File: config.mk
export PLATFORM = sky130hd
export DESIGN_NAME = risc_integer_core_step_top_flat
export DESIGN_NICKNAME = d
export VERILOG_FILES = /design/src/rtl/rcs_pkg.sv /design/src/rtl/rcs_in_if.sv /design/src/rtl/rcs_out_if.sv /design/src/rtl/rcs_cfg_if.sv /design/src/rtl/risc_integer_core_step_top.sv /design/src/rtl/rcs_ram.sv /design/src/rtl/rcs_exec.sv /design/src/rtl/rcs_outq.sv /design/src/flat_wrapper.sv
export SDC_FILE = /design/constraint.sdc
export NUM_CORES = 2
export LEC_CHECK = 0
export BUFFER_PORTS_ARGS = -buffer_cell sky130_fd_sc_hd__clkbuf_2
export CAP_MARGIN = 20
export CORE_MARGIN = 1.5
export CORE_UTILIZATION = 55
export DETAILED_ROUTE_END_ITERATION = 10
export PLACE_DENSITY_LB_ADDON = 0.15
export SLEW_MARGIN = 30
export SYNTH_ARGS = -nofsm -noshare
export SYNTH_HDL_FRONTEND = slang
export SYNTH_SLANG_ARGS = --single-unit
File: constraint.sdc
create_clock -name clk -period 11.5 [get_ports clk]
set_clock_uncertainty 0.15 [all_clocks]
set_input_delay 1.15 -clock clk [delete_from_list [all_inputs] [get_ports clk]]
set_output_delay 1.15 -clock clk [all_outputs]
set_load 0.02 [all_outputs]
File: src/rtl/rcs_pkg.sv
// Package of shared types, codes and constants for the integer core step block.
package rcs_pkg;

  localparam int unsigned QueueDepth = 8;

  typedef enum logic [2:0] {
    PH_START = 3'd0,
    PH_INSN  = 3'd1,
    PH_LB    = 3'd2,
    PH_LH    = 3'd3,
    PH_LW    = 3'd4,
    PH_VEC   = 3'd5,
    PH_HALT  = 3'd6
  } phase_t;

  typedef enum logic [1:0] {
    OPN_INSN = 2'd0,
    OPN_LOAD = 2'd1,
    OPN_VEC  = 2'd2,
    OPN_TICK = 2'd3
  } opn_t;

  localparam logic [3:0] KIND_FETCH = 4'd0;
  localparam logic [3:0] KIND_LB    = 4'd1;
  localparam logic [3:0] KIND_LH    = 4'd2;
  localparam logic [3:0] KIND_LW    = 4'd3;
  localparam logic [3:0] KIND_SB    = 4'd4;
  localparam logic [3:0] KIND_SH    = 4'd5;
  localparam logic [3:0] KIND_SW    = 4'd6;
  localparam logic [3:0] KIND_VEC   = 4'd7;
  localparam logic [3:0] KIND_WAIT  = 4'd8;

  localparam logic [0:0] CFG_IRQ_MASK = 1'd0;
  localparam logic [0:0] CFG_INIT_IE  = 1'd1;

  localparam logic [31:0] VECTOR_BASE = 32'h0000_0000;

  typedef struct packed {
    logic [31:0] pc;
    logic [31:0] epc;
    logic [2:0]  cause;
    logic        z;
    logic        n;
    logic        ie;
    phase_t      phase;
    logic [4:0]  ltgt;
    logic        lsgn;
  } state_t;

  typedef struct packed {
    logic [3:0]  kind;
    logic [31:0] addr;
    logic [31:0] data;
    logic [2:0]  cyc;
    logic        last;
    logic [31:0] pc;
    logic        z;
    logic        n;
    logic        ie;
  } result_t;

  typedef struct packed {
    state_t      st;
    logic [1:0]  nres;
    result_t     r0;
    result_t     r1;
    logic        we;
    logic [4:0]  wa;
    logic [31:0] wd;
  } exec_out_t;

endpackage

File: src/rtl/rcs_in_if.sv
// Input channel interface carrying bus replies and ticks.
interface rcs_in_if;
  logic        valid;
  logic        ready;
  logic [1:0]  operation;
  logic [31:0] reply_data;
  logic [7:0]  irq_pending;
  modport source (output valid, operation, reply_data, irq_pending, input ready);
  modport sink (input valid, operation, reply_data, irq_pending, output ready);
endinterface

File: src/rtl/rcs_out_if.sv
// Result channel interface carrying bus requests and core status.
interface rcs_out_if;
  logic        valid;
  logic        ready;
  logic [3:0]  request_kind;
  logic [31:0] request_address;
  logic [31:0] store_data;
  logic [2:0]  cycles_used;
  logic        last_of_run;
  logic [31:0] program_counter;
  logic        flag_zero;
  logic        flag_negative;
  logic        interrupts_enabled;
  modport source (output valid, request_kind, request_address, store_data, cycles_used,
                  last_of_run, program_counter, flag_zero, flag_negative,
                  interrupts_enabled, input ready);
  modport sink (input valid, request_kind, request_address, store_data, cycles_used,
                last_of_run, program_counter, flag_zero, flag_negative,
                interrupts_enabled, output ready);
endinterface

File: src/rtl/rcs_cfg_if.sv
// Configuration write channel interface.
interface rcs_cfg_if;
  logic       valid;
  logic       ready;
  logic [0:0] index;
  logic [7:0] data;
  modport source (output valid, index, data, input ready);
  modport sink (input valid, index, data, output ready);
endinterface

File: src/rtl/risc_integer_core_step_top.sv
// Top level of the integer core step block: input stage, register file and result queue.
// Each accepted transaction (instruction word, load datum, vector word or tick) is registered
// together with the two register file reads, executed in the following cycle, and its results
// (none, one or two) are written to a result queue at the end of that cycle. One transaction
// is accepted per clock while the result queue has room for the results of the transaction in
// flight and of the new one; an aligned store yields two results, so a run of stores is paced
// by the single result port at one result per cycle while out_ch is ready. The register file
// is held in two copies of a one-write, one-read RAM with registered read, so that rs and rt
// are read in the cycle of acceptance; entries never written read as zero through valid bits.
module risc_integer_core_step_top #(
  parameter int unsigned QUEUE_DEPTH = rcs_pkg::QueueDepth
) (
  input  logic   clk,
  input  logic   rst_n,
  rcs_in_if.sink    in_ch,
  rcs_out_if.source out_ch,
  rcs_cfg_if.sink   cfg_ch
);
  localparam int unsigned CW = $clog2(QUEUE_DEPTH) + 1;

  rcs_pkg::state_t    st_r;
  rcs_pkg::exec_out_t eo;
  rcs_pkg::result_t   head;
  logic               s1_v_r;
  logic [1:0]         s1_op_r;
  logic [31:0]        s1_data_r;
  logic [7:0]         s1_pend_r;
  logic [7:0]         line_mask_r;
  logic               init_ie_r;
  logic [31:0]        regv_r;
  logic               va_r, vb_r, byp_a_r, byp_b_r;
  logic [31:0]        byp_d_r, ram_qa, ram_qb, opa, opb;
  logic [4:0]         rs_in, rt_in;
  logic [CW-1:0]      count;
  logic               accept, we;

  assign rs_in = in_ch.reply_data[25:21];
  assign rt_in = in_ch.reply_data[20:16];
  assign accept = in_ch.valid && in_ch.ready;
  assign in_ch.ready = (CW+1)'(count) + (CW+1)'({s1_v_r, 1'b0})
                       <= (CW+1)'(QUEUE_DEPTH - 2);
  assign cfg_ch.ready = 1'b1;
  assign we = s1_v_r && eo.we;

  always_ff @(posedge clk) begin
    if (!rst_n) begin
      line_mask_r <= '0;
      init_ie_r <= 1'b0;
    end else if (cfg_ch.valid) begin
      unique case (cfg_ch.index)
        rcs_pkg::CFG_IRQ_MASK: line_mask_r <= cfg_ch.data;
        rcs_pkg::CFG_INIT_IE:  init_ie_r <= cfg_ch.data[0];
        default: ;
      endcase
    end
  end

  rcs_ram #(.WIDTH(32), .DEPTH(32)) u_rf_a (
    .clk(clk), .we(we), .waddr(eo.wa), .wdata(eo.wd), .raddr(rs_in), .rdata(ram_qa)
  );
  rcs_ram #(.WIDTH(32), .DEPTH(32)) u_rf_b (
    .clk(clk), .we(we), .waddr(eo.wa), .wdata(eo.wd), .raddr(rt_in), .rdata(ram_qb)
  );

  // A write landing in the same cycle as the read is forwarded past the RAM.
  always_ff @(posedge clk) begin
    s1_op_r <= in_ch.operation;
    s1_data_r <= in_ch.reply_data;
    s1_pend_r <= in_ch.irq_pending;
    va_r <= regv_r[rs_in];
    vb_r <= regv_r[rt_in];
    byp_a_r <= we && (eo.wa == rs_in);
    byp_b_r <= we && (eo.wa == rt_in);
    byp_d_r <= eo.wd;
  end

  always_ff @(posedge clk) begin
    if (!rst_n) begin
      s1_v_r <= 1'b0;
      regv_r <= '0;
      st_r <= '{pc: '0, epc: '0, cause: '0, z: 1'b0, n: 1'b0, ie: 1'b0,
                phase: rcs_pkg::PH_START, ltgt: '0, lsgn: 1'b0};
    end else begin
      s1_v_r <= accept;
      if (we) begin
        regv_r[eo.wa] <= 1'b1;
      end
      if (s1_v_r) begin
        st_r <= eo.st;
      end
    end
  end

  assign opa = (s1_data_r[25:21] == 5'd0) ? 32'd0 :
               byp_a_r ? byp_d_r : (va_r ? ram_qa : 32'd0);
  assign opb = (s1_data_r[20:16] == 5'd0) ? 32'd0 :
               byp_b_r ? byp_d_r : (vb_r ? ram_qb : 32'd0);

  rcs_exec u_exec (
    .valid(s1_v_r), .operation(s1_op_r), .data(s1_data_r), .pending(s1_pend_r),
    .opa(opa), .opb(opb), .st(st_r), .line_mask(line_mask_r), .init_ie(init_ie_r),
    .eo(eo)
  );

  rcs_outq #(.DEPTH(QUEUE_DEPTH)) u_outq (
    .clk(clk), .rst_n(rst_n), .nres(s1_v_r ? eo.nres : 2'd0), .r0(eo.r0), .r1(eo.r1),
    .pop(out_ch.valid && out_ch.ready), .head(head), .count(count)
  );

  assign out_ch.valid = (count != '0);
  assign out_ch.request_kind = head.kind;
  assign out_ch.request_address = head.addr;
  assign out_ch.store_data = head.data;
  assign out_ch.cycles_used = head.cyc;
  assign out_ch.last_of_run = head.last;
  assign out_ch.program_counter = head.pc;
  assign out_ch.flag_zero = head.z;
  assign out_ch.flag_negative = head.n;
  assign out_ch.interrupts_enabled = head.ie;

  property p_r0_never_written;
    @(posedge clk) disable iff (!rst_n) !(we && eo.wa == 5'd0);
  endproperty
  a_r0_never_written: assert property (p_r0_never_written) else $error("write to r0");

  property p_accept_reaches_stage;
    @(posedge clk) disable iff (!rst_n) accept |=> s1_v_r;
  endproperty
  a_accept_reaches_stage: assert property (p_accept_reaches_stage)
    else $error("accepted transaction lost before execute");

  property p_idle_keeps_state;
    @(posedge clk) disable iff (!rst_n) !s1_v_r |=> $stable(st_r);
  endproperty
  a_idle_keeps_state: assert property (p_idle_keeps_state)
    else $error("state changed without a transaction");
endmodule

File: src/rtl/rcs_ram.sv
// Generic single write port RAM with one registered read port.
module rcs_ram #(
  parameter int unsigned WIDTH = 32,
  parameter int unsigned DEPTH = 32
) (
  input  logic                     clk,
  input  logic                     we,
  input  logic [$clog2(DEPTH)-1:0] waddr,
  input  logic [WIDTH-1:0]         wdata,
  input  logic [$clog2(DEPTH)-1:0] raddr,
  output logic [WIDTH-1:0]         rdata
);
  logic [WIDTH-1:0] mem [DEPTH];

  always_ff @(posedge clk) begin
    if (we) begin
      mem[waddr] <= wdata;
    end
    rdata <= mem[raddr];
  end
endmodule

File: src/rtl/rcs_exec.sv
// Decode and execute of one reply against the architectural state.
module rcs_exec (
  input  logic                  valid,
  input  logic [1:0]            operation,
  input  logic [31:0]           data,
  input  logic [7:0]            pending,
  input  logic [31:0]           opa,
  input  logic [31:0]           opb,
  input  rcs_pkg::state_t       st,
  input  logic [7:0]            line_mask,
  input  logic                  init_ie,
  output rcs_pkg::exec_out_t    eo
);
  typedef enum logic [1:0] {FM_NONE, FM_NEXT, FM_HALT, FM_LOAD} fin_t;

  always_comb begin
    rcs_pkg::state_t  ns;
    rcs_pkg::result_t pre, fin;
    logic        pre_v, take, bad, irq_take;
    fin_t        fm;
    logic [2:0]  cyc, line;
    logic [7:0]  live;
    logic [5:0]  opc, fn;
    logic [4:0]  rt, rd, sh;
    logic [31:0] imm, simm, addr, pcn, boff, v, ld;
    logic [3:0]  lkind;

    ns = st;
    pre = '0;
    fin = '0;
    pre_v = 1'b0;
    take = 1'b0;
    bad = 1'b0;
    fm = FM_NONE;
    cyc = 3'd0;
    lkind = rcs_pkg::KIND_LB;
    eo.we = 1'b0;
    eo.wa = '0;
    eo.wd = '0;
    opc = data[31:26];
    rt = data[20:16];
    rd = data[15:11];
    sh = data[10:6];
    fn = data[5:0];
    imm = {16'd0, data[15:0]};
    simm = {{16{data[15]}}, data[15:0]};
    addr = opa + simm;
    pcn = st.pc + 32'd4;
    boff = st.pc + 32'd4 + {simm[29:0], 2'b00};
    v = '0;
    ld = '0;

    if (valid) begin
      if (st.phase == rcs_pkg::PH_START && operation == rcs_pkg::OPN_TICK) begin
        ns.ie = init_ie;
        fm = FM_NEXT;
      end else if (st.phase == rcs_pkg::PH_HALT && operation == rcs_pkg::OPN_TICK) begin
        fm = FM_HALT;
      end else if (st.phase == rcs_pkg::PH_VEC && operation == rcs_pkg::OPN_VEC) begin
        ns.pc = data;
        fm = FM_NEXT;
        cyc = 3'd4;
      end else if ((st.phase == rcs_pkg::PH_LB || st.phase == rcs_pkg::PH_LH ||
                    st.phase == rcs_pkg::PH_LW) && operation == rcs_pkg::OPN_LOAD) begin
        if (st.phase == rcs_pkg::PH_LB) begin
          ld = {{24{st.lsgn & data[7]}}, data[7:0]};
        end else if (st.phase == rcs_pkg::PH_LH) begin
          ld = {{16{st.lsgn & data[15]}}, data[15:0]};
        end else begin
          ld = data;
        end
        eo.we = (st.ltgt != 5'd0);
        eo.wa = st.ltgt;
        eo.wd = ld;
        fm = FM_NEXT;
      end else if (st.phase == rcs_pkg::PH_INSN && operation == rcs_pkg::OPN_INSN) begin
        cyc = 3'd1;
        fm = FM_NEXT;
        eo.wa = rt;
        unique case (opc)
          6'h00: begin
            eo.wa = rd;
            eo.we = 1'b1;
            unique case (fn)
              6'h00: v = opb << sh;
              6'h02: v = opb >> sh;
              6'h03: v = $unsigned($signed(opb) >>> sh);
              6'h04: v = opb << opa[4:0];
              6'h06: v = opb >> opa[4:0];
              6'h07: v = $unsigned($signed(opb) >>> opa[4:0]);
              6'h08: begin
                eo.we = 1'b0;
                pcn = opa;
                cyc = 3'd2;
              end
              6'h09: begin
                v = st.pc + 32'd4;
                pcn = opa;
                cyc = 3'd2;
              end
              6'h20, 6'h21: v = opa + opb;
              6'h22, 6'h23: v = opa - opb;
              6'h24: v = opa & opb;
              6'h25: v = opa | opb;
              6'h26: v = opa ^ opb;
              6'h27: v = ~(opa | opb);
              6'h2A: v = {31'd0, $signed(opa) < $signed(opb)};
              6'h2B: v = {31'd0, opa < opb};
              default: eo.we = 1'b0;
            endcase
            if (fn >= 6'h20 && fn <= 6'h27) begin
              ns.z = (v == 32'd0);
              ns.n = v[31];
            end
          end
          6'h02, 6'h03: begin
            eo.we = opc[0];
            eo.wa = 5'd31;
            v = st.pc + 32'd4;
            pcn = {st.pc[31:28], data[25:0], 2'b00};
            cyc = 3'd2;
          end
          6'h08, 6'h09, 6'h0C, 6'h0D, 6'h0E: begin
            eo.we = 1'b1;
            priority case (opc)
              6'h0C:   v = opa & imm;
              6'h0D:   v = opa | imm;
              6'h0E:   v = opa ^ imm;
              default: v = addr;
            endcase
            ns.z = (v == 32'd0);
            ns.n = v[31];
          end
          6'h0A: begin
            eo.we = 1'b1;
            v = {31'd0, $signed(opa) < $signed(simm)};
          end
          6'h0B: begin
            eo.we = 1'b1;
            v = {31'd0, opa < simm};
          end
          6'h0F: begin
            eo.we = 1'b1;
            v = {data[15:0], 16'd0};
          end
          6'h04: take = (opa == opb);
          6'h05: take = (opa != opb);
          6'h14: take = $signed(opa) < $signed(opb);
          6'h15: take = $signed(opb) < $signed(opa);
          6'h16: take = !($signed(opb) < $signed(opa));
          6'h17: take = !($signed(opa) < $signed(opb));
          6'h20, 6'h21, 6'h23, 6'h24, 6'h25: begin
            priority if (opc == 6'h23) begin
              lkind = rcs_pkg::KIND_LW;
              bad = (addr[1:0] != 2'd0);
            end else if (opc[0]) begin
              lkind = rcs_pkg::KIND_LH;
              bad = addr[0];
            end else begin
              lkind = rcs_pkg::KIND_LB;
            end
            cyc = 3'd3;
            if (bad) begin
              eo.we = 1'b1;
              v = '0;
            end else begin
              fm = FM_LOAD;
              ns.ltgt = rt;
              ns.lsgn = (opc < 6'h24);
              priority if (lkind == rcs_pkg::KIND_LB) ns.phase = rcs_pkg::PH_LB;
              else if (lkind == rcs_pkg::KIND_LH) ns.phase = rcs_pkg::PH_LH;
              else ns.phase = rcs_pkg::PH_LW;
            end
          end
          6'h28, 6'h29, 6'h2B: begin
            cyc = 3'd3;
            pre.addr = addr;
            priority if (opc == 6'h28) begin
              pre_v = 1'b1;
              pre.kind = rcs_pkg::KIND_SB;
              pre.data = {24'd0, opb[7:0]};
            end else if (opc == 6'h29) begin
              pre_v = !addr[0];
              pre.kind = rcs_pkg::KIND_SH;
              pre.data = {16'd0, opb[15:0]};
            end else begin
              pre_v = (addr[1:0] == 2'd0);
              pre.kind = rcs_pkg::KIND_SW;
              pre.data = opb;
            end
            pre.cyc = 3'd3;
            if (pre_v) begin
              cyc = 3'd0;
            end
          end
          6'h3F: begin
            priority if (fn == 6'h04) begin
              pcn = st.epc;
              ns.ie = 1'b1;
              cyc = 3'd2;
            end else if (fn == 6'h03) begin
              // HALT keeps pc on the HALT word.
              pcn = st.pc;
              fm = FM_HALT;
            end else if (fn == 6'h00) begin
              cyc = 3'd4;
            end else begin
              cyc = 3'd1;
            end
          end
          default: ;
        endcase
        eo.we = eo.we && (eo.wa != 5'd0);
        eo.wd = v;
        if (take) begin
          pcn = boff;
          cyc = 3'd2;
        end
        ns.pc = pcn;
      end
    end

    // Highest unmasked pending line wins.
    live = pending & ~line_mask;
    line = 3'd0;
    for (int i = 0; i < 8; i++) begin
      if (live[i]) begin
        line = 3'(i);
      end
    end
    irq_take = ns.ie && (live != 8'd0);

    unique case (fm)
      FM_NEXT, FM_HALT: begin
        if (irq_take) begin
          ns.epc = ns.pc;
          ns.cause = line;
          ns.ie = 1'b0;
          ns.phase = rcs_pkg::PH_VEC;
          fin.kind = rcs_pkg::KIND_VEC;
          fin.addr = rcs_pkg::VECTOR_BASE + {27'd0, line, 2'b00};
          fin.cyc = (fm == FM_HALT) ? 3'd0 : cyc;
        end else if (fm == FM_HALT) begin
          ns.phase = rcs_pkg::PH_HALT;
          fin.kind = rcs_pkg::KIND_WAIT;
          fin.cyc = 3'd1;
        end else begin
          ns.phase = rcs_pkg::PH_INSN;
          fin.kind = rcs_pkg::KIND_FETCH;
          fin.addr = ns.pc;
          fin.cyc = cyc;
        end
      end
      FM_LOAD: begin
        fin.kind = lkind;
        fin.addr = addr;
        fin.cyc = cyc;
      end
      default: ;
    endcase

    pre.pc = ns.pc;
    pre.z = ns.z;
    pre.n = ns.n;
    pre.ie = ns.ie;
    fin.pc = ns.pc;
    fin.z = ns.z;
    fin.n = ns.n;
    fin.ie = ns.ie;
    fin.last = 1'b1;

    eo.st = ns;
    eo.r1 = fin;
    if (fm == FM_NONE) begin
      eo.nres = 2'd0;
      eo.r0 = fin;
    end else if (pre_v) begin
      eo.nres = 2'd2;
      eo.r0 = pre;
    end else begin
      eo.nres = 2'd1;
      eo.r0 = fin;
    end
  end
endmodule

File: src/rtl/rcs_outq.sv
// Result queue that takes up to two results a cycle and delivers one a cycle while popped.
module rcs_outq #(
  parameter int unsigned DEPTH = rcs_pkg::QueueDepth
) (
  input  logic                     clk,
  input  logic                     rst_n,
  input  logic [1:0]               nres,
  input  rcs_pkg::result_t         r0,
  input  rcs_pkg::result_t         r1,
  input  logic                     pop,
  output rcs_pkg::result_t         head,
  output logic [$clog2(DEPTH):0]   count
);
  localparam int unsigned PW = $clog2(DEPTH);

  rcs_pkg::result_t  q_r [DEPTH];
  logic [PW-1:0]     wptr_r, rptr_r;
  logic [PW:0]       cnt_r;

  assign head = q_r[rptr_r];
  assign count = cnt_r;

  always_ff @(posedge clk) begin
    if (nres != 2'd0) begin
      q_r[wptr_r] <= r0;
    end
    if (nres == 2'd2) begin
      q_r[wptr_r + PW'(1)] <= r1;
    end
  end

  always_ff @(posedge clk) begin
    if (!rst_n) begin
      wptr_r <= '0;
      rptr_r <= '0;
      cnt_r <= '0;
    end else begin
      wptr_r <= wptr_r + PW'(nres);
      rptr_r <= rptr_r + PW'(pop);
      cnt_r <= cnt_r + (PW+1)'(nres) - (PW+1)'(pop);
    end
  end

  property p_no_overflow;
    @(posedge clk) disable iff (!rst_n) cnt_r <= (PW+1)'(DEPTH);
  endproperty
  a_no_overflow: assert property (p_no_overflow) else $error("result queue overflow");

  property p_no_underflow;
    @(posedge clk) disable iff (!rst_n) pop |-> cnt_r != '0;
  endproperty
  a_no_underflow: assert property (p_no_underflow) else $error("result queue underflow");

  property p_two_need_store;
    @(posedge clk) disable iff (!rst_n)
      nres == 2'd2 |-> (r0.kind == rcs_pkg::KIND_SB || r0.kind == rcs_pkg::KIND_SH ||
                        r0.kind == rcs_pkg::KIND_SW) && !r0.last && r1.last;
  endproperty
  a_two_need_store: assert property (p_two_need_store)
    else $error("two results without a leading store");
endmodule
File: src/flat_wrapper.sv
// flat-port wrapper written by rule: the top's interface ports become plain ports
module risc_integer_core_step_top_flat 
#(
  parameter int unsigned QUEUE_DEPTH = rcs_pkg::QueueDepth
)
  (clk, rst_n, in_ch_valid, in_ch_operation, in_ch_reply_data, in_ch_irq_pending, in_ch_ready, out_ch_valid, out_ch_request_kind, out_ch_request_address, out_ch_store_data, out_ch_cycles_used, out_ch_last_of_run, out_ch_program_counter, out_ch_flag_zero, out_ch_flag_negative, out_ch_interrupts_enabled, out_ch_ready, cfg_ch_valid, cfg_ch_index, cfg_ch_data, cfg_ch_ready);
  rcs_in_if in_ch_i ();
  rcs_out_if out_ch_i ();
  rcs_cfg_if cfg_ch_i ();
  input  logic clk;
  input  logic rst_n;
  input wire logic [$bits(in_ch_i.valid)-1:0] in_ch_valid;
  input wire logic [$bits(in_ch_i.operation)-1:0] in_ch_operation;
  input wire logic [$bits(in_ch_i.reply_data)-1:0] in_ch_reply_data;
  input wire logic [$bits(in_ch_i.irq_pending)-1:0] in_ch_irq_pending;
  output wire logic [$bits(in_ch_i.ready)-1:0] in_ch_ready;
  output wire logic [$bits(out_ch_i.valid)-1:0] out_ch_valid;
  output wire logic [$bits(out_ch_i.request_kind)-1:0] out_ch_request_kind;
  output wire logic [$bits(out_ch_i.request_address)-1:0] out_ch_request_address;
  output wire logic [$bits(out_ch_i.store_data)-1:0] out_ch_store_data;
  output wire logic [$bits(out_ch_i.cycles_used)-1:0] out_ch_cycles_used;
  output wire logic [$bits(out_ch_i.last_of_run)-1:0] out_ch_last_of_run;
  output wire logic [$bits(out_ch_i.program_counter)-1:0] out_ch_program_counter;
  output wire logic [$bits(out_ch_i.flag_zero)-1:0] out_ch_flag_zero;
  output wire logic [$bits(out_ch_i.flag_negative)-1:0] out_ch_flag_negative;
  output wire logic [$bits(out_ch_i.interrupts_enabled)-1:0] out_ch_interrupts_enabled;
  input wire logic [$bits(out_ch_i.ready)-1:0] out_ch_ready;
  input wire logic [$bits(cfg_ch_i.valid)-1:0] cfg_ch_valid;
  input wire logic [$bits(cfg_ch_i.index)-1:0] cfg_ch_index;
  input wire logic [$bits(cfg_ch_i.data)-1:0] cfg_ch_data;
  output wire logic [$bits(cfg_ch_i.ready)-1:0] cfg_ch_ready;
  assign in_ch_i.valid = in_ch_valid;
  assign in_ch_i.operation = in_ch_operation;
  assign in_ch_i.reply_data = in_ch_reply_data;
  assign in_ch_i.irq_pending = in_ch_irq_pending;
  assign in_ch_ready = in_ch_i.ready;
  assign out_ch_valid = out_ch_i.valid;
  assign out_ch_request_kind = out_ch_i.request_kind;
  assign out_ch_request_address = out_ch_i.request_address;
  assign out_ch_store_data = out_ch_i.store_data;
  assign out_ch_cycles_used = out_ch_i.cycles_used;
  assign out_ch_last_of_run = out_ch_i.last_of_run;
  assign out_ch_program_counter = out_ch_i.program_counter;
  assign out_ch_flag_zero = out_ch_i.flag_zero;
  assign out_ch_flag_negative = out_ch_i.flag_negative;
  assign out_ch_interrupts_enabled = out_ch_i.interrupts_enabled;
  assign out_ch_i.ready = out_ch_ready;
  assign cfg_ch_i.valid = cfg_ch_valid;
  assign cfg_ch_i.index = cfg_ch_index;
  assign cfg_ch_i.data = cfg_ch_data;
  assign cfg_ch_ready = cfg_ch_i.ready;
  risc_integer_core_step_top #(.QUEUE_DEPTH(QUEUE_DEPTH)) u_core (.clk(clk), .rst_n(rst_n), .in_ch(in_ch_i), .out_ch(out_ch_i), .cfg_ch(cfg_ch_i));
endmodule
Word level (Yosys, flattened, before mapping)
Memories as Yosys holds them, arrays and structs flattened. A register that Yosys moved wholly into a read port is not among the register bits.
Cells that the tools add are included.
{"block": "classes", "addsub": 11, "magnitude_cmp": 13, "eq_ne": 66, "n_shift": 6, "mux": 191, "bitwise_logic": 18, "reduce_logical": 53}
{"operator": "2-to-1 mux 32 bit", "count": 35}
{"operator": "2-to-1 mux 70 bit", "count": 7}
{"operator": "case mux 32 bit (15 select lines)", "count": 1}
{"operator": "2-to-1 mux 38 bit", "count": 6}
{"operator": "2-to-1 mux 109 bit", "count": 2}
{"operator": "case mux 32 bit (3 select lines)", "count": 2}
{"operator": "case mux 32 bit (6 select lines)", "count": 1}
{"operator": "< comparator 32 bit", "count": 4}
{"operator": "== test 6 bit, second input constant", "count": 19}
{"operator": "adder 32 bit", "count": 3}
{"operator": "2-to-1 mux 3 bit", "count": 24}
{"operator": "case mux 36 bit (2 select lines)", "count": 1}
{"operator": "zero test 32 bit", "count": 2}
{"operator": "2-to-1 mux 4 bit", "count": 16}
{"operator": "bitwise OR 32 bit", "count": 2}
{"operator": "left shift 32 x 5 -> 32 bit", "count": 2}
{"operator": ">> shifter 32 x 5 -> 32 bit", "count": 2}
{"operator": ">>> shifter 32 x 5 -> 32 bit", "count": 2}
{"operator": "== test 6 x 4 -> 1 bit, second input constant", "count": 10}
{"operator": "2-to-1 mux 12 bit", "count": 5}
{"operator": "2-to-1 mux 1 bit", "count": 53}
{"operator": "2-to-1 mux 2 bit", "count": 18}
{"operator": "2-to-1 mux 36 bit", "count": 1}
{"operator": "adder 32 x 3 -> 32 bit, second input constant", "count": 1}
{"operator": "68 further kinds", "count": 139}
{"block": "word_totals", "register_bits": 206, "mem_bits_rw": 2904, "input_bits": 56, "word_cells": 384, "mem_count": 3}
{"memory": "u_core.u_rf_a.mem", "depth": 32, "width": 32, "read_ports": 1, "rd_clocked_by_memory_dff": 1, "write_ports": 1, "line_no": "rcs_ram.sv:13", "text": "logic [WIDTH-1:0] mem [DEPTH];"}
{"memory": "u_core.u_rf_b.mem", "depth": 32, "width": 32, "read_ports": 1, "rd_clocked_by_memory_dff": 1, "write_ports": 1, "line_no": "rcs_ram.sv:13"}
{"memory": "u_core.u_outq.q_r", "depth": 8, "width": 107, "read_ports": 1, "rd_clocked_by_memory_dff": 1, "write_ports": 2, "line_no": "rcs_outq.sv:16", "text": "rcs_pkg::result_t q_r [DEPTH];"}

Logic depth before layout (Yosys ltp)
{"block": "depth", "ltp_word": 33, "ltp_mapped": 29, "ltp_nobuf": 21}

Hierarchy
A second synthesis with hierarchy kept.
{"block": "unflattened", "hier_cells": 11283, "area_unflattened_um2": 155596.7}
{"module": "rcs_ram", "n_inst": 2, "cells_each": 2260, "area_per_inst_um2": 40492.6}
{"module": "rcs_outq", "n_inst": 1, "cells_each": 2261, "area_per_inst_um2": 42806.1}
{"module": "rcs_exec", "n_inst": 1, "cells_each": 3744, "area_per_inst_um2": 24033.0}
{"module": "risc_integer_core_step_top", "n_inst": 1, "cells_each": 758, "area_per_inst_um2": 7772.5}

Worst setup path after synthesis
No wires, ideal clock.
{"block": "synth_timing", "path_type": "reg2reg", "startpoint": "register u_core.byp_a_r", "endpoint": "memory u_core.u_rf_b.mem[0][30] (data pin)", "setup_ns": 0.382, "arrival_time_ns": 6.338, "slack_ns": 4.630, "stages_incl_launch_ff": 23, "n_path_buf": 5, "cell_sequence": "dfxtp_1 clkbuf_1 clkbuf_1 nor2b_1 clkbuf_1 clkbuf_1 buf_1 a22oi_1 nor2_1 inv_1 ha_1 a21o_1 a21o_1 a2111oi_0 a2bb2oi_1 o31a_1 o21ai_0 a221o_1 a2111o_1 a2111o_1 a31oi_1 o21ai_0 a21oi_1"}
{"item": "start, declared", "line_no": "risc_integer_core_step_top.sv:31", "text": "logic va_r, vb_r, byp_a_r, byp_b_r;"}
{"item": "start signal, assigned", "line_no": "risc_integer_core_step_top.sv:72", "text": "byp_a_r <= we && (eo.wa == rs_in);"}
{"item": "end, declared", "line_no": "rcs_ram.sv:13"}

==> run summary <==
The final max-slew violation count is 0. The effective utilization at floorplan came out at 0.553. STA classifies the critical path startpoint as a flop. The mean area per synthesized cell works out to 12.7 um^2. In this run, the number of DRC markers left after iteration 0 of detailed routing was 15738.

The number of I/O pins was 166. STA classifies the critical path endpoint as a flop. The die width is 461 um. Across all layers, the routed design uses 91426 vias.

The tools report the required time of the worst setup path as 11.97 ns. The flow ran to the end, and the final reports show no timing, DRC or antenna violations. Clock-pin slew was measured on the worst setup and hold paths at 0.09 ns.

At the later pin of the worst-skew pair, clock insertion delay measures 0.95 ns. The cell sitting at the root of the clock tree is a sky130_fd_sc_hd__clkbuf_16. The synthesized design contains 1616 enable-type register cells. The logs give 0.512 for the sequential share of the synthesized area and 1.15 for the final weighted congestion of routability-driven global placement.

The proportion of register bits with asynchronous set or reset after synthesis came out at 0. The tightest min-delay check is of the input port to flop type. In the routed layout, each cell is associated on average with a via count of 7.51. The number of placed cells counting well taps is 11752, and the pin count of the biggest net entering global routing is 129.

The tools report the number of antenna violations at the first check in global routing as 25. In the synthesized netlist the dominant register cell turns out to be sky130_fd_sc_hd__edfxtp_1. The tools report the count of nets left with antenna violations after detail routing as 0. Post-CTS timing repair inserted 0 buffers for setup. TritonCTS created 216 clock buffers. In the post-synthesis netlist, the biggest area contributors are sky130_fd_sc_hd__edfxtp_1, sky130_fd_sc_hd__mux4_2, sky130_fd_sc_hd__dfxtp_1, sky130_fd_sc_hd__ha_1, sky130_fd_sc_hd__nor2_1. The post-route fraction of the period consumed by the critical path is 0.820, and the number of storage elements in the synthesis netlist is 2150.

Clock tree synthesis found a total of 2150 sinks. Relative to the synthesized area, the layout overhead comes to 11.1%. In this run the static leakage power is 42.8 nW.

Of all nets on the critical path, the largest fanout is 35. In this run the vertical extent of the chip is 461 um. The number of gates resized after CTS was 0.

For the final-report hold violation count, the log shows 0. The non-filler instance count after layout was 12182; the shortest period the worst path allows was 9.43 ns. During placement, the flow inserted port buffers numbering 164. The cell area that synthesis handed to floorplanning was 116000 um^2.

TritonCTS built the clock tree. Area share of the largest cell type after synthesis: 0.420. The relative slew slack was 0.214; the total negative slack for setup checks was 0 ns.

Wires add up to 483000 um. Dividing the detail-routed wire length by the instance count gives 39.7 um. The count of unresolved DRC violations after routing was 0; the overflow left after global routing was 0. The synthesized netlist contains 97 unique library cells.

Classification of the worst setup path: flop to flop. The logs give 9 for the detailed-router iteration count before antenna repair and 4 for the H-tree depth. Data arrives at the worst endpoint at 9.90 ns. The number of synthesis warnings came out at 0. The standard cell core area was 209000 um^2.

The largest total area in the synthesized netlist belongs to sky130_fd_sc_hd__edfxtp_1. Traced cell by cell, the critical path runs through clkinv_1 -> and2_0 -> buf_4 -> nor2_1 -> inv_1 -> ha_1 -> nand4_1 -> nor2_1 -> o2111ai_1 -> o211ai_1 -> o21a_1 -> nor4_1 -> o21ai_0 -> nor4bb_1 -> buf_4 -> or2_2 -> nor2_1 -> o32a_1 -> o22ai_1 -> nor2_1 -> a221o_1. The via count of the first global-routing pass was 86536; the highest ir drop seen on vdd was 0.298 mV. Cell with the biggest individual delay on the critical path: sky130_fd_sc_hd__nor2_1. For the maximum clock rate, the log shows 106 MHz.

Detailed placement finished with a half-perimeter wire length of 316000 um. Global-route usage over all layers: 0.448. The measured slew at the worst slew-check pin is 1.17 ns, and the number of setup violations in the final report is 0.

The floorplan step defined a die boundary enclosing 213000 um^2. The run gives 9514 as the net total in the final layout. No sink is reached through more buffers than the 3 on the longest clock path.

After floorplanning, the core was divided into 168 placement rows. The final-layout worst hold slack was 0.148 ns; the cts-stage hold buffer count was 0. The power density over the cells works out to 137 nW/um^2. Synthesis produced a netlist whose cell count is 9110. The run gives 15818 as the fill cell total of the finished layout.

The tool flagged a number of max-cap violations equal to 0. The cell repeated most along the worst path is sky130_fd_sc_hd__nor2_1. Setup repair after global routing left no endpoint under its margin. The fraction of layout cells with a size suffix above 1 is 0.235, and the maximum single-stage delay on the critical path is 0.83 ns. The run gives 668000 um as the global-route wire length before repair.
-- cell usage in the layout, fill, tap and decap left out, types with 111 or more instances in the layout --
cell type,instances
sky130_fd_sc_hd__mux4_2,900
sky130_fd_sc_hd__o21ai_0,570
sky130_fd_sc_hd__ha_1,280
sky130_fd_sc_hd__nand2_1,581
sky130_fd_sc_hd__clkbuf_2,158
sky130_fd_sc_hd__a21oi_1,307
sky130_fd_sc_hd__edfxtp_1,1616
sky130_fd_sc_hd__inv_1,190
sky130_fd_sc_hd__o22ai_1,262
sky130_fd_sc_hd__dfxtp_1,525
sky130_fd_sc_hd__mux2i_1,139
sky130_fd_sc_hd__nand3_1,370
sky130_fd_sc_hd__buf_4,365
sky130_fd_sc_hd__clkbuf_16,222
sky130_fd_sc_hd__nor2_1,729
sky130_fd_sc_hd__nor3_1,111
sky130_fd_sc_hd__mux2_2,193
-- sequential cells by signal (all words and copies together) (netlist names) --
| name | count |
|---|---|
| u_core.byp_d_r | 32 |
| u_core.line_mask_r | 8 |
| u_core.s1_op_r | 2 |
| u_core.va_r | 1 |
| u_core.s1_data_r | 32 |
| u_core.byp_b_r | 1 |
| u_core.vb_r | 1 |
| u_core.regv_r | 32 |
| u_core.u_outq.wptr_r | 3 |
| u_core.u_outq.count | 4 |
| u_core.s1_pend_r | 8 |
| u_core.init_ie_r | 1 |
| u_core.u_outq.q_r | 856 |
| u_core.u_rf_b.rdata | 32 |
| u_core.u_outq.rptr_r | 3 |
| u_core.byp_a_r | 1 |
| u_core.s1_v_r | 1 |
| u_core.st_r | 76 |
| u_core.u_rf_b.mem | 1024 |
| u_core.u_rf_a.rdata | 32 |
-- report_power, final --
part,internal (mW),switching [mW]
logic,0.826,1.29
registers,8.26,0.0638
clock network,3.98,3.13
total,13.1,4.49
-- logic make-up after synthesis --
group / Yosys count / synth area share
AO/OA/AOI/OAI: 2099 / 0.119
XOR/XNOR: 148 / 0.0112
adder cells (fa/ha/maj): 286 / 0.0313
buffers and inverters: 941 / 0.0315
flip-flops: 2150 / 0.512
multiplexers: 1233 / 0.206
other: 2 / 0.0000650
AND/OR/NAND/NOR: 2251 / 0.0886
-- per-layer routing --
metal,share of wire,wire length (um),global-route usage,vias to the layer above
li1,-,-,-,36093
met1,0.35,171000,0.583,45820
met2,0.44,211000,0.661,7764
met3,0.13,62600,0.128,1725
met4,0.079,38000,0.288,24
met5,0.00032,153,0,-
-- path summary, 6_finish.rpt --
check | startpoint | to | slack, ns | cells past startpoint
max | u_core.s1_data_r[25] | u_core.u_outq.q_r[1][79] | 2.07 | 21
min | in_ch_reply_data[27] | u_core.s1_data_r[27] | 0.15 | 1
max reg2reg | u_core.s1_data_r[25] | u_core.u_outq.q_r[1][79] | 2.07 | 21
min reg2reg | u_core.u_outq.q_r[1][49] | u_core.u_outq.q_r[1][49] | 0.32 | 2
-- synthesized netlist by cell type (31+ instances only) --
library cell	n
sky130_fd_sc_hd__edfxtp_1	1616
sky130_fd_sc_hd__nand3b_1	44
sky130_fd_sc_hd__xnor2_1	108
sky130_fd_sc_hd__a21o_1	60
sky130_fd_sc_hd__dfxtp_1	534
sky130_fd_sc_hd__nor3_1	115
sky130_fd_sc_hd__inv_1	199
sky130_fd_sc_hd__o22ai_1	268
sky130_fd_sc_hd__nor2_1	787
sky130_fd_sc_hd__and2_1	32
sky130_fd_sc_hd__a222oi_1	45
sky130_fd_sc_hd__a22oi_1	99
sky130_fd_sc_hd__nand2b_1	35
sky130_fd_sc_hd__and3_1	34
sky130_fd_sc_hd__buf_1	114
sky130_fd_sc_hd__mux2i_1	140
sky130_fd_sc_hd__nand3_1	374
sky130_fd_sc_hd__nor4_1	41
sky130_fd_sc_hd__mux2_2	193
sky130_fd_sc_hd__a221oi_1	31
sky130_fd_sc_hd__o21ai_0	578
sky130_fd_sc_hd__o221ai_1	70
sky130_fd_sc_hd__nand4_1	64
sky130_fd_sc_hd__buf_2	38
sky130_fd_sc_hd__o21a_1	36
sky130_fd_sc_hd__a211oi_1	74
sky130_fd_sc_hd__a31oi_1	53
sky130_fd_sc_hd__mux4_2	900
sky130_fd_sc_hd__clkbuf_1	566
sky130_fd_sc_hd__a21oi_1	339
sky130_fd_sc_hd__nand2_1	590
sky130_fd_sc_hd__ha_1	280
sky130_fd_sc_hd__xor2_1	40
sky130_fd_sc_hd__o211ai_1	97
-- critical path: cells and delay by family, from the launching register on --
family | cells | cell delay, ns
AO/OA/AOI/OAI | 7 | 2.79
flip-flops | 1 | 0.37
buffers and inverters | 4 | 1.37
adder cells (fa/ha/maj) | 1 | 0.57
AND/OR/NAND/NOR | 9 | 3.87
-- stage by stage --
| stage | instance area (um^2) | utilization | total power, mW | setup WS, ns |
|---|---|---|---|---|
| floorplan | 116000 | - | 9.87 | 4.63 |
| global placement | 121000 | 0.578 | 10.5 | 2.94 |
| detailed placement | 121000 | 0.579 | 10.6 | 2.72 |
| CTS | 128000 | 0.613 | 17.6 | 2.66 |
| global route | 128000 | 0.614 | 17.9 | 2.17 |
| finish | 128000 | 0.614 | 17.6 | 2.07 |
-- area by class of cell --
class / instances / area [um^2] / area share
Sequential cell: 2150 / 59200 / 0.461
Clock inverter: 104 / 1090 / 0.00850
Tap cell: 2805 / 3510 / 0.0273
Inverter: 210 / 811 / 0.00631
Multi-Input combinational cell: 6050 / 53800 / 0.419
Clock buffer: 301 / 6080 / 0.0473
Timing Repair Buffer: 544 / 3900 / 0.0303
Antenna cell: 18 / 45.0 / 0.000351
(Power assumes the default switching activity.)
